===== src/rtl/core/wasc_pkg.sv =====
// Constants and types shared by the subsequence counter modules.
package wasc_pkg;

    localparam int unsigned C_CNT_W = 30;
    localparam int unsigned C_NUM_CELLS = 4;
    localparam logic [C_CNT_W-1:0] C_PRIME = 30'd1000000007;
    localparam logic [7:0] C_WILDCARD = 8'h3F;
    localparam logic [7:0] C_FIRST_LETTER = 8'h61;

    typedef struct packed {
        logic step;
        logic wild;
        logic match;
        logic restart;
        logic origin;
    } t_cell_ctrl;

endpackage


===== src/rtl/core/wasc_if.sv =====
// Handshake channels for the character words and the total words.
interface wasc_sym_if;
    logic       valid;
    logic       ready;
    logic [7:0] symbol;
    logic       last;

    modport source (output valid, output symbol, output last, input ready);
    modport sink (input valid, input symbol, input last, output ready);
endinterface

interface wasc_total_if;
    logic        valid;
    logic        ready;
    logic [29:0] total;

    modport source (output valid, output total, input ready);
    modport sink (input valid, input total, output ready);
endinterface


===== src/rtl/core/wasc_cell.sv =====
// One cell of the count chain: weighted count of one pattern prefix, modulo the prime.
module wasc_cell
    import wasc_pkg::*;
(
    input  logic               i_clk,
    input  logic               i_rst_n,
    input  t_cell_ctrl         i_ctrl,
    input  logic [C_CNT_W-1:0] i_left,
    output logic [C_CNT_W-1:0] o_count,
    output logic [C_CNT_W-1:0] o_next
);

    localparam int unsigned SUM_W = C_CNT_W + 2;
    localparam logic [SUM_W-1:0] P1 = {2'b00, C_PRIME};
    localparam logic [SUM_W-1:0] P2 = P1 << 1;
    localparam logic [SUM_W-1:0] P3 = P1 + P2;

    logic [C_CNT_W-1:0] r_count;
    logic [C_CNT_W-1:0] n_count;
    logic [SUM_W-1:0]   w_scaled;
    logic [SUM_W-1:0]   w_add;
    logic [SUM_W-1:0]   w_sum;
    logic [SUM_W-1:0]   w_red;

    // A wildcard triples every filling seen so far and also extends the shorter prefix.
    always_comb begin
        w_scaled = i_ctrl.wild ? (({2'b00, r_count} << 1) + {2'b00, r_count})
                               : {2'b00, r_count};
        w_add    = (i_ctrl.wild || i_ctrl.match) ? {2'b00, i_left} : '0;
        w_sum    = w_scaled + w_add;
        // The sum stays below four times the prime, so one of four offsets brings it back.
        if (w_sum >= P3) begin
            w_red = w_sum - P3;
        end else if (w_sum >= P2) begin
            w_red = w_sum - P2;
        end else if (w_sum >= P1) begin
            w_red = w_sum - P1;
        end else begin
            w_red = w_sum;
        end
    end

    assign o_next = w_red[C_CNT_W-1:0];

    always_comb begin
        n_count = r_count;
        if (i_ctrl.step) begin
            if (i_ctrl.restart) begin
                n_count = {{(C_CNT_W-1){1'b0}}, i_ctrl.origin};
            end else begin
                n_count = o_next;
            end
        end
    end

    always_ff @(posedge i_clk) begin
        if (!i_rst_n) begin
            r_count <= {{(C_CNT_W-1){1'b0}}, i_ctrl.origin};
        end else begin
            r_count <= n_count;
        end
    end

    assign o_count = r_count;

endmodule


===== src/rtl/core/wildcard_abc_subsequence_counter_core.sv =====
// Top level of the wildcard abc subsequence counter.
//
//  channel   | dir | payload               | word
//  i_sym     | in  | symbol[7:0], last     | one character of the string
//  o_total   | out | total[29:0]           | count modulo 1000000007, once per string
//
// One character word is taken every cycle while i_sym.ready is high; the chain of four cells updates in that cycle.
// The total leaves from the output register in the cycle after the last character is taken.
// i_sym stalls only while a total waits in the output register and o_total.ready is low.
// Synchronous reset returns the chain to the empty-string counts and drops a pending total.
module wildcard_abc_subsequence_counter_core
    import wasc_pkg::*;
(
    input  logic          i_clk,
    input  logic          i_rst_n,
    wasc_sym_if.sink      i_sym,
    wasc_total_if.source  o_total
);

    t_cell_ctrl         w_ctrl  [C_NUM_CELLS];
    logic [C_CNT_W-1:0] w_count [C_NUM_CELLS];
    logic [C_CNT_W-1:0] w_next  [C_NUM_CELLS];
    logic               w_accept;
    logic               w_wild;
    logic               r_out_valid;
    logic [C_CNT_W-1:0] r_total;

    assign i_sym.ready = !r_out_valid || o_total.ready;
    assign w_accept    = i_sym.valid && i_sym.ready;
    assign w_wild      = (i_sym.symbol == C_WILDCARD);

    // Cell g counts matches of the first g pattern letters; cell 0 only scales.
    for (genvar g = 0; g < C_NUM_CELLS; g++) begin : g_cell
        logic [C_CNT_W-1:0] w_left;

        if (g == 0) begin : g_head
            assign w_ctrl[g].match = 1'b0;
            assign w_left          = '0;
        end else begin : g_body
            assign w_ctrl[g].match = (i_sym.symbol == (C_FIRST_LETTER + 8'(g - 1)));
            assign w_left          = w_count[g-1];
        end

        assign w_ctrl[g].step    = w_accept;
        assign w_ctrl[g].wild    = w_wild;
        assign w_ctrl[g].restart = i_sym.last;
        assign w_ctrl[g].origin  = (g == 0);

        wasc_cell u_cell (
            .i_clk   (i_clk),
            .i_rst_n (i_rst_n),
            .i_ctrl  (w_ctrl[g]),
            .i_left  (w_left),
            .o_count (w_count[g]),
            .o_next  (w_next[g])
        );
    end

    always_ff @(posedge i_clk) begin
        if (!i_rst_n) begin
            r_out_valid <= 1'b0;
        end else if (w_accept && i_sym.last) begin
            r_out_valid <= 1'b1;
        end else if (o_total.ready) begin
            r_out_valid <= 1'b0;
        end
    end

    always_ff @(posedge i_clk) begin
        if (w_accept && i_sym.last) begin
            r_total <= w_next[C_NUM_CELLS-1];
        end
    end

    assign o_total.valid = r_out_valid;
    assign o_total.total = r_total;

endmodule


===== src/flat_wrapper.sv =====
// flat-port wrapper written by rule: the top's interface ports become plain ports
module wildcard_abc_subsequence_counter_core_flat import wasc_pkg::*;
  (i_clk, i_rst_n, i_sym_valid, i_sym_symbol, i_sym_last, i_sym_ready, o_total_valid, o_total_total, o_total_ready);
  wasc_sym_if i_sym_i ();
  wasc_total_if o_total_i ();
  input  logic i_clk;
  input  logic i_rst_n;
  input wire logic [$bits(i_sym_i.valid)-1:0] i_sym_valid;
  input wire logic [$bits(i_sym_i.symbol)-1:0] i_sym_symbol;
  input wire logic [$bits(i_sym_i.last)-1:0] i_sym_last;
  output wire logic [$bits(i_sym_i.ready)-1:0] i_sym_ready;
  output wire logic [$bits(o_total_i.valid)-1:0] o_total_valid;
  output wire logic [$bits(o_total_i.total)-1:0] o_total_total;
  input wire logic [$bits(o_total_i.ready)-1:0] o_total_ready;
  assign i_sym_i.valid = i_sym_valid;
  assign i_sym_i.symbol = i_sym_symbol;
  assign i_sym_i.last = i_sym_last;
  assign i_sym_ready = i_sym_i.ready;
  assign o_total_valid = o_total_i.valid;
  assign o_total_total = o_total_i.total;
  assign o_total_i.ready = o_total_ready;
  wildcard_abc_subsequence_counter_core u_core (.i_clk(i_clk), .i_rst_n(i_rst_n), .i_sym(i_sym_i), .o_total(o_total_i));
endmodule

===== config.mk =====
export PLATFORM = sky130hd
export DESIGN_NAME = wildcard_abc_subsequence_counter_core_flat
export DESIGN_NICKNAME = d
export VERILOG_FILES = /design/src/rtl/core/wasc_pkg.sv /design/src/rtl/core/wasc_if.sv /design/src/rtl/core/wasc_cell.sv /design/src/rtl/core/wildcard_abc_subsequence_counter_core.sv /design/src/flat_wrapper.sv
export SDC_FILE = /design/constraint.sdc
export NUM_CORES = 1
export LEC_CHECK = 0
export BUFFER_PORTS_ARGS = -buffer_cell sky130_fd_sc_hd__buf_4
export CORE_UTILIZATION = 35
export CTS_CLUSTER_SIZE = 12
export DETAILED_ROUTE_END_ITERATION = 10
export SLEW_MARGIN = 15
export SYNTH_ARGS = -nofsm -noshare
export SYNTH_HDL_FRONTEND = slang
export SYNTH_SLANG_ARGS = --single-unit

===== constraint.sdc =====
create_clock -name i_clk -period 16.45 [get_ports i_clk]
set_clock_uncertainty 0.2 [all_clocks]
set_input_delay 2.4675 -clock i_clk [delete_from_list [all_inputs] [get_ports i_clk]]
set_output_delay 2.4675 -clock i_clk [all_outputs]
set_load 0.005 [all_outputs]

Yosys cells after proc, flatten, opt, wreduce, memory -nomap -nowiden
Index checks and enable logic that the tools add are counted.
- register bits: 151
- latch bits: 0
- memory bits (writable): 0
- ROM bits: 0
- input port bits: 13
- logic and storage cells: 74
- memories kept: 0
- add/subtract/negate cells: 19
- multiply operators: 0
- div/mod/pow operators: 0
- $lt $le $gt $ge: 12
- equal/unequal tests: 4
- shift operators: 0
- multiplexer cells: 25
- bitwise gates (word level): 0
- reductions and logical operators: 8
- operators with widths (cell ; number):
    30-bit 2-to-1 mux ; 19
    30-bit subtractor, second input constant ; 12
    31-bit by 30-bit adder with 32-bit output ; 4
    32-bit by 30-bit greater-or-equal comparator with 1-bit output, second input constant ; 4
    32-bit by 31-bit greater-or-equal comparator with 1-bit output, second input constant ; 4
    32-bit greater-or-equal comparator, second input constant ; 4
    32-bit 2-to-1 mux ; 4
    32-bit by 30-bit adder with 32-bit output ; 3
    8-bit by 7-bit equality test with 1-bit output, second input constant ; 3
    8-bit by 6-bit equality test with 1-bit output, second input constant ; 1
    1-bit logical OR ; 4
    1-bit logical AND ; 2
    1-bit 2-to-1 mux ; 2
    2-bit nonzero test ; 1
    1-bit zero test ; 1

Depth between registers and ports, before layout
Gate-level depths: netlist (run 1).
- depth after elaboration: 9
- depth in mapped cells: 34
- depth with buffers taken out: 31

By module
Synthesis (run 1) repeated with hierarchy kept, for this count alone.
- cell total of the unflattened synthesis: 4027
- area total of the unflattened synthesis: 30809.5 µm²
- by module, submodules not included (module ; instances ; cells an instance ; area each (µm²)):
    wasc_cell (u_core.g_cell[0].u_cell ...) ; 3 ; 988 ; 7428.4
    wasc_cell (u_core.g_cell[3].u_cell) ; 1 ; 1016 ; 7494.7
    wildcard_abc_subsequence_counter_core ; 1 ; 47 ; 1029.7

Least setup slack after synthesis (run 1)
No wires, ideal clock.
- kind: input to register
- from: input i_sym_symbol[6]
- to: register u_core.g_cell[1].u_cell.r_count[26]
- library setup time: 69 ps
- arrival: 8741 ps
- data required time: 16181 ps
- slack: 7440 ps
- stages: 28
- path buffers: 9
- path through: and4bb_2 -> nand2_1 -> clkbuf_1 -> buf_2 -> buf_1 -> clkbuf_1 -> clkbuf_1 -> clkbuf_1 -> buf_1 -> nand2_1 -> o31ai_1 -> ha_1 -> buf_2 -> or2_1 -> a311o_1 -> a311oi_2 -> xnor2_1 -> o311ai_1 -> a311oi_1 -> o31ai_2 -> a21oi_1 -> o211ai_2 -> and3_1 -> buf_4 -> o311a_1 -> a31o_2 -> xor2_1 -> o21ai_1
- longest elaborated chain between the ends: 9
- ends and longest elaborated chain (element ; RTL line ; RTL):
    from (decl) ; flat_wrapper.sv:9 ; input wire logic [$bits(i_sym_i.symbol)-1:0] i_sym_symbol;
    8-bit by 6-bit equality test with 1-bit output / 8-bit by 7-bit equality test with 1-bit output (equally long branches) ; wildcard_abc_subsequence_counter_core.sv:30, wildcard_abc_subsequence_counter_core.sv:40 ;
    1-bit logical OR ; wasc_cell.sv:29 ; w_add = (i_ctrl.wild || i_ctrl.match) ? {2'b00, i_left} : '0;
    30-bit 2-to-1 mux ; wasc_cell.sv:29 ;
    32-bit by 30-bit adder with 32-bit output * ; wasc_cell.sv:30 ; w_sum = w_scaled + w_add;
    30-bit subtractor / 32-bit by 30-bit greater-or-equal comparator with 1-bit output (equally long branches) ; wasc_cell.sv:37, wasc_cell.sv:36 ;
    30-bit 2-to-1 mux ; wasc_cell.sv:36 ; end else if (w_sum >= P1) begin
    30-bit 2-to-1 mux ; wasc_cell.sv:34 ; end else if (w_sum >= P2) begin
    30-bit 2-to-1 mux * ; wasc_cell.sv:32 ; if (w_sum >= P3) begin
    30-bit 2-to-1 mux * ; wasc_cell.sv:48 ; if (i_ctrl.restart) begin
    to (signal assigned) ; wasc_cell.sv:58 ; r_count <= {{(C_CNT_W-1){1'b0}}, i_ctrl.origin};
    to (signal assigned) ; wasc_cell.sv:60 ; r_count <= n_count;
    to (decl) ; wasc_cell.sv:18 ; logic [C_CNT_W-1:0] r_count;
Mark *: on every way between the ends. The rest lies on a longest branch, timed or not.
A chain may end at the register's enable or synchronous reset.

Worst setup path after layout (run 1)
- from: input i_sym_symbol[0]
- to: register u_core.r_total[6] (netlist: u_core.o_total.total[6]), data pin
- longest elaborated chain between the ends: 8
- ends and longest elaborated chain (element ; RTL line ; RTL):
    8-bit by 6-bit equality test with 1-bit output / 8-bit by 7-bit equality test with 1-bit output (equally long branches) ; wildcard_abc_subsequence_counter_core.sv:30, wildcard_abc_subsequence_counter_core.sv:40 ;
    1-bit logical OR ; wasc_cell.sv:29 ;
    30-bit 2-to-1 mux ; wasc_cell.sv:29 ;
    32-bit by 30-bit adder with 32-bit output * ; wasc_cell.sv:30 ;
    30-bit subtractor / 32-bit by 30-bit greater-or-equal comparator with 1-bit output (equally long branches) ; wasc_cell.sv:37, wasc_cell.sv:36 ;
    30-bit 2-to-1 mux ; wasc_cell.sv:36 ;
    30-bit 2-to-1 mux ; wasc_cell.sv:34 ;
    30-bit 2-to-1 mux * ; wasc_cell.sv:32 ;
    via u_core.g_cell[3].u_cell.o_next[6] ; wasc_cell.sv:10 ; output logic [C_CNT_W-1:0] o_next
    to (signal assigned) ; wildcard_abc_subsequence_counter_core.sv:71 ; r_total <= w_next[C_NUM_CELLS-1];
    to (decl) ; wildcard_abc_subsequence_counter_core.sv:26 ; logic [C_CNT_W-1:0] r_total;
Mark *: on every way through the listed nets, which the timed path passes. The rest lies on a longest branch.

==> metrics.md, run 1 <==
| Metric | Value |
|---|---|
| Hold Crit Class | `reg2reg` |
| Via-to-Cell Ratio | `6.112` |
| Inserted Clock Buffers | `17` |
| Die W | `280.8 µm` |
| Antenna-violating nets left | `0` |
| CP Max Fanout | `73` |
| VDD IR-drop max | `roughly 0.05 mV` |
| Die Y | `280.8 µm` |
| Synth area leaders | `ha_1, dfxtp_1, nand2_1, a21oi_1, o21ai_0` |
| Worst reg2reg path depth | `30` |
| ANT cells | `0` |
| Yosys cell types | `129` |
| Power Dens Cells | `29.28 nW/µm²` |
| Worst Setup End Kind | `flop` |
| Pin count of the biggest net entering global routing | `90` |
| Xor and xnor area share after synthesis | `0.09164` |
| Post-synthesis sequential area ratio | `0.1221` |
| Area of the die | `78870 µm²` |
| # IOs | `45` |
| Clock Tree Buf Depth | `2` |
| Synth cell count leaders | `nand2_1, a21oi_1, o21ai_0, ha_1, nor2_1` |
| H-tree depth | `4` |
| RePlAce Congestion | `0.9500` |
| CTS root buffer | `clkbuf_16` |
| EDFF count, synth | `30` |
| Area share of fa/ha/maj cells after synthesis | `0.1169` |
| Fin crit period | `9.692 ns` |
| Compound-Gate Fraction of Synth Area | `0.3679` |
| Clock sink count | `151` |
| DP HPWL | `76130 µm` |
| Layout cells sized above 1 | `0.05897` |
| Final critical-path share of the clock period | `0.5892` |
| # hold bufs at CTS | `0` |
| Cell with the most instances after synthesis | `nand2_1` |
| MaxCap Viol Count | `0` |
| FP Rows | `101` |
| Static Leakage | `~12 nW` |
| Setup TNS | `0 ns` |
| Vias in the first global route | `26170` |
| Synth top area share | `0.1117` |
| Pre-CTS WS | `6.400 ns` |
| Clock transition at the registers of the reported paths | `about 0.08 ns` |
| Yosys reg bits | `151` |
| Max-slew headroom | `0.2493` |
| Routed via count | `between 20000 and 30000` |
| Post-CTS setup repair buffer count | `0` |
| Clock Latency Late Sink | `0.50 ns` |
| RSZ-0062 raised after global routing | `no` |
| Total GRT Usage | `0.2373` |
| Biggest area consumer among synthesized cells | `ha_1` |
| Mux contribution to synthesized area | `0.01632` |
| Setup CP Type | `in2reg` |
| Post-CTS sizing | `0` |
| Hold path depth | `2` |
| Placeable Area | `between 70000 and 80000 µm²` |
| First-pass GRT wire length | `149600 µm` |
| Final WL | `96190 µm` |
| Synthesized cell area | `27210 µm²` |
| FFs w/ async S/R, synth | `0` |
| Syn Area/Cell | `7.168 µm²` |
| Setup WS post-layout | `6.758 ns` |
| Final hold vios | `0` |
| Worst-Margin Slew | `1.122 ns` |
| Filler cells | `between 8000 and 9000` |
| Port-buffer cells | `44` |
| Startpoint types | `input pin` |
| F_max | `0.1032 GHz` |
| Critical Path Max Stage Delay | `roughly 0.7 ns` |
| CP cell instances | `buf_4, and4bb_2, nand2_4, buf_4, o21ai_2, and2_1, ha_1, fa_1, a211oi_1, o21ai_2, o211ai_2, a21oi_1, o211ai_1, nor3b_2, nand2_1, nor4_2, o2111ai_1, nand2_1, o211ai_1, o21ai_0, nor2b_1, xnor2_1` |
| Mapped Nets | `4059` |
| Area delta synth->final | `5.982%` |
| DRC | `0` |
| CP Data Required Time | `16.49 ns` |
| CTS tree | `done` |
| Main combinational cell family by area after synthesis | `compound AO/OA/AOI/OAI gates` |
| Status | `completed` |
| Ys Warns | `0` |
| Initial Util | `0.3559` |
| Global route total overflow | `0` |
| Max Slew Vio Count | `0` |
| Ys flop type | `dfxtp_1` |
| Drt initial violations | `2685` |
| Cells after Synth | `3796` |
| Simple-Gate Fraction of Synth Area | `0.2432` |
| Initial antenna violation count | `1` |
| Setup violators final | `0` |
| Routed len/inst | `20.28 µm` |
| Crit path DAT | `9.73 ns` |
| Detailed Routing Iterations Pass 1 | `6` |
| Final Net Count | `3964` |
| Critical path's slowest cell | `nand2_1` |
==> where the power goes <==
part / switching [mW] / internal (mW) / total [mW]
registers: 0.000928 / 0.379 / 0.380
logic: 0.0232 / 0.00764 / 0.0309
clock network: 0.213 / 0.221 / 0.434
total: 0.237 / 0.607 / 0.844
==> path summary, 6_finish.rpt <==
kind / end / slack (ns) / from
worst max-delay path: u_core.o_total.total[6] / 6.76 / i_sym_symbol[0]
worst min-delay path: u_core.g_cell[2].u_cell.o_count[23] / 0.32 / u_core.g_cell[2].u_cell.o_count[23]
worst max register to register: u_core.o_total.total[6] / 7.93 / u_core.g_cell[3].u_cell.o_count[1]
worst min register to register: u_core.g_cell[2].u_cell.o_count[23] / 0.32 / u_core.g_cell[2].u_cell.o_count[23]
==> layer usage <==
| layer | GRT usage | vias up | wire [µm] |
|---|---|---|---|
| met5 | 0 | - | 0 |
| met4 | 0.08421 | 0 | 3133 |
| met3 | 0.02062 | 142 | 5214 |
| met2 | 0.3785 | 961 | 42640 |
| met1 | 0.3312 | 13700 | 45200 |
| li1 | - | 14190 | - |
==> placed cells by master, fill, tap and decap left out, types with 110 or more instances in the layout <==
cell type  Yosys  layout
xnor2_1      171     171
nand2_1      468     466
a21oi_1      333     332
ha_1         243     243
a21o_1       113     113
and2_1       142     142
o21ai_0      315     312
xor2_1       110     110
nor2_1       237     235
dfxtp_1      121     121
==> critical path, delay by kind of cell <==
family                   cells  cell delay, ns
XOR/XNOR                     1            0.08
buffers and inverters        2            0.79
AO/OA/AOI/OAI                9            2.48
AND/OR/NAND/NOR              8            3.24
adder cells (fa/ha/maj)      2            0.63
==> final cells by class <==
class,instances,area (µm²),area share
clock inverters,15,202.7,0.007028
flip-flops and latches,151,3323,0.1152
well taps,1030,1289,0.04469
multi-input cells,3382,22800,0.7907
clock buffers,17,425.4,0.01475
repair buffers,63,473.0,0.01640
inverters,86,322.8,0.01119
==> through the flow <==
step	util	std cells	power [mW]	hold WS (ns)	area, µm²
2_1_floorplan	-	3796	0.4018	0.2667	27210
3_3_place_gp	0.3690	4712	0.4192	0.3115	28210
3_5_place_dp	0.3690	4712	0.4193	0.3116	28210
4_1_cts	0.3772	4744	0.8521	0.3204	28840
5_1_grt	0.3772	4744	0.8641	0.3502	28840
6_report	0.3772	4744	0.8444	0.3198	28840
==> kinds of logic (layout without fill, tap and decap cells) <==
logic type	after synthesis	after routing
buf+inv	263	181
mux	43	43
compound gates	1474	1474
simple gates	1332	1332
flops	151	151
fa+ha+maj	250	250
xor+xnor	283	283
==> flip-flops by register name (all words and copies together) (netlist names) <==
register,cells
u_core.g_cell.u_cell.o_count,120
u_core.o_total.total,30
u_core.o_total.valid,1
Note: power is estimated with default switching activity, not from simulation.
==> inputs of run 2 (changes only) <==
--- a/config.mk
+++ b/config.mk
@@ -5,6 +5,7 @@
 export SDC_FILE = /design/constraint.sdc
 export NUM_CORES = 1
 export LEC_CHECK = 0
+export ABC_AREA = 1
 export BUFFER_PORTS_ARGS = -buffer_cell sky130_fd_sc_hd__buf_4
 export CORE_UTILIZATION = 35
 export CTS_CLUSTER_SIZE = 12
==> constraint.sdc (replaced) <==
create_clock -name i_clk -period 8.4 [get_ports i_clk]
set_clock_uncertainty 0.2 [all_clocks]
set_input_delay 1.26 -clock i_clk [delete_from_list [all_inputs] [get_ports i_clk]]
set_output_delay 1.26 -clock i_clk [all_outputs]
set_load 0.005 [all_outputs]
==> metrics.md, run 2 <==
| Metric | Value |
|---|---|
| Status | `completed` |
| # hold bufs at CTS | `0 (unchanged)` |
| Biggest area consumer among synthesized cells | `nand2_1` |
| Max reg flops | `120 (unchanged)` |
| Most common cell after layout, fill and taps aside | `nand2_1` |
| DRC | `0 (unchanged)` |
| Most frequent cell on the critical path | `nand2_1` |
| Critical path's slowest cell | `o21ai_0` |
| Syn Area/Cell | `5.143 µm² (-28%)` |
| Synth area leaders | `nand2_1, inv_1, nand3_1, ha_1, nor2_1` |
| Worst Setup End Kind | `flop` |
| Area delta synth->final | `6.304%` |
| Antenna-violating nets left | `0 (unchanged)` |
| Total GRT Usage | `0.2789 (+0.04163)` |
| FF-to-FF setup slack | `1.05 ns (-6.88 ns)` |
| Die Y | `325.6 µm (+16%)` |
| CP Data Required Time | `8.60 ns (-7.89 ns)` |
| Cell with the most instances after synthesis | `nand2_1` |
| RSZ-0062 raised after global routing | `no` |
| First-pass GRT wire length | `236100 µm (+58%)` |
| FFs w/ async S/R, synth | `0 (unchanged)` |
| Final hold vios | `0 (unchanged)` |
| VDD IR-drop max | `0.1134 mV (+120%)` |
| Post-CTS sizing | `0 (unchanged)` |
| Global route total overflow | `0 (unchanged)` |
| Yosys cell types | `59 (-54%)` |
| Layout cells sized above 1 | `0.05512 (-0.003841)` |
| Max Slew Vio Count | `0 (unchanged)` |
| # IOs | `45 (unchanged)` |
| DP HPWL | `122800 µm (+61%)` |
| Post-CTS setup repair buffer count | `0 (unchanged)` |
| Inserted Clock Buffers | `17 (unchanged)` |
| Seq pwr share | `0.426 (-0.024)` |
| Clock Tree Buf Depth | `2 (unchanged)` |
| CTS tree | `done` |
| Synthesized cell area | `36660 µm² (+35%)` |
| Area of the die | `106000 µm² (+34%)` |
| Mapped Nets | `7391 (+82%)` |
| Post-Layout Cell Count | `8473 (+79%)` |
| Critical Path Max Stage Delay | `0.57 ns (-0.14 ns)` |
| MaxCap Viol Count | `0 (unchanged)` |
| Routed len/inst | `17.96 µm (-11%)` |
| Pre-CTS WS | `0.8008 ns (-5.600 ns)` |
| RePlAce Congestion | `1.004 (+5.7%)` |
| Comb power frac | `0.074 (+0.037)` |
| Worst-Margin Slew | `1.069 ns (-0.05313 ns)` |
| Filler cells | `11930 (+45%)` |
| Clock power share | `0.499 (-0.015)` |
| Final WL | `152200 µm (+58%)` |
| Via-to-Cell Ratio | `5.354 (-12%)` |
| CTS root buffer | `clkbuf_16` |
| Setup WS post-layout | `1.051 ns (-5.707 ns)` |
| Cells after Synth | `7128 (+88%)` |
| Pin count of the biggest net entering global routing | `62 (-31%)` |
| Power Dens Cells | `45.00 nW/µm² (+54%)` |
| Placeable Area | `103600 µm² (+36%)` |
| Startpoint types | `flop` |
| Routed via count | `45370 (+56%)` |
| Port-buffer cells | `44 (unchanged)` |
| Fin crit period | `7.349 ns` |
| ANT cells | `0 (unchanged)` |
| Drt initial violations | `4339 (+62%)` |
| Initial antenna violation count | `1 (unchanged)` |
| Post-layout util | `0.3760 (-0.001207)` |
| Setup TNS | `0 ns (unchanged)` |
| Vias in the first global route | `41770 (+60%)` |
| Clock Latency Late Sink | `0.54 ns (+0.04 ns)` |
| Clock transition at the registers of the reported paths | `0.08 ns (about the same)` |
| Initial Util | `0.3537 (-0.002213)` |
| Final critical-path share of the clock period | `0.8748` |
| Setup CP Type | `reg2reg` |
| Multi-input gate area | `28940 µm² (+27%)` |
| Sw frac | `0.3134 (+0.03249)` |
| Area occupied by registers | `3323 µm² (unchanged)` |
| EDFF count, synth | `30 (unchanged)` |
| Post-synthesis sequential area ratio | `0.09065 (-0.03147)` |
| Hold Crit Class | `reg2reg` |
| Synth top area share | `0.2764 (+0.1646)` |
| H-tree depth | `4 (unchanged)` |
| Ys flop type | `dfxtp_1` |
| Max-slew headroom | `0.2856 (+0.03626)` |
| Internal Power | `1.204 mW (+98%)` |
| Most frequent cells in the layout | `nand2_1, inv_1, nor2_1` |
| Detailed Routing Iterations Pass 1 | `7 (+1)` |
| Pwr Total | `1.754 mW (+110%)` |
| Cells after DPL | `8441 (+79%)` |
| FP Rows | `118 (+17%)` |
| Final Net Count | `7343 (+85%)` |
| Static Leakage | `20.77 nW (+78%)` |
| F_max | `0.1361 GHz` |
| P_sw | `0.5496 mW (+130%)` |
| CP Max Fanout | `27 (-63%)` |
| Synth cell count leaders | `nand2_1, inv_1, nor2_1, nand3_1, a21oi_1` |
| Clock sink count | `151 (unchanged)` |
| Setup violators final | `0 (unchanged)` |
| Ys Warns | `0 (unchanged)` |
| Yosys reg bits | `151 (unchanged)` |
| Crit path DAT | `7.54 ns (-2.19 ns)` |
| Die W | `325.6 µm (+16%)` |
## run 2: through the flow
step / hold slack [ns] / area (µm²)
4_1_cts: 0.3185 / 38970
3_5_place_dp: 0.3030 / 38350
6_report: 0.3163 / 38970
3_3_place_gp: 0.3008 / 38350
2_1_floorplan: 0.2670 / 36660
5_1_grt: 0.3391 / 38970
## run 2: final cells by class
cell class / count / area share
clock buffer: 17 / 0.01092
clock inverter: 15 / 0.004977
inverter: 946 / 0.09131
multi-input combinational: 5861 / 0.7427
sequential: 151 / 0.08528
tap: 1380 / 0.04431
timing repair buffer: 103 / 0.02048
## run 2: kinds of logic after synthesis
logic type / Yosys count / share of synthesized area
AND/OR/NAND/NOR: 4511 / 0.5140
buffers and inverters: 1116 / 0.1214
AO/OA/AOI/OAI: 835 / 0.1216
XOR/XNOR: 265 / 0.06557
adder cells (fa/ha/maj): 250 / 0.08676
flip-flops: 151 / 0.09065
## run 2: path summary, 6_finish.rpt
kind | startpoint | to | depth (start not counted)
worst max-delay path | u_core.g_cell[1].u_cell.o_count[0] | u_core.g_cell[1].u_cell.o_count[8] | 41
worst min-delay path | u_core.g_cell[3].u_cell.o_count[28] | u_core.g_cell[3].u_cell.o_count[28] | 2
worst max register to register | u_core.g_cell[1].u_cell.o_count[0] | u_core.g_cell[1].u_cell.o_count[8] | 41
worst min register to register | u_core.g_cell[3].u_cell.o_count[28] | u_core.g_cell[3].u_cell.o_count[28] | 2
## run 2: metal layers
metal	up-vias	GRT usage	wire, µm	share of wire
li1	22620	-	-	-
met4	2	0.1022	5542	0.036
met3	295	0.03410	10880	0.072
met2	1743	0.4502	67150	0.44
met1	20710	0.3784	68630	0.45
met5	-	0	9	0.000059
## run 2: power groups by stage
stage               clock [mW]  sequential [mW]  combinational (mW)
CTS                      0.896            0.748               0.129
global placement             0            0.765               0.129
floorplan                    0            0.764              0.0729
global route             0.918            0.749               0.140
detailed placement           0            0.765               0.129
finish                   0.875            0.748               0.131
## run 2: worst max-delay path: cells and delay by family, from the launching register on
family	cells	cell delay [ns]
buffers and inverters	5	0.66
AO/OA/AOI/OAI	6	1.33
adder cells (fa/ha/maj)	3	0.85
AND/OR/NAND/NOR	27	3.64
flip-flops	1	0.49
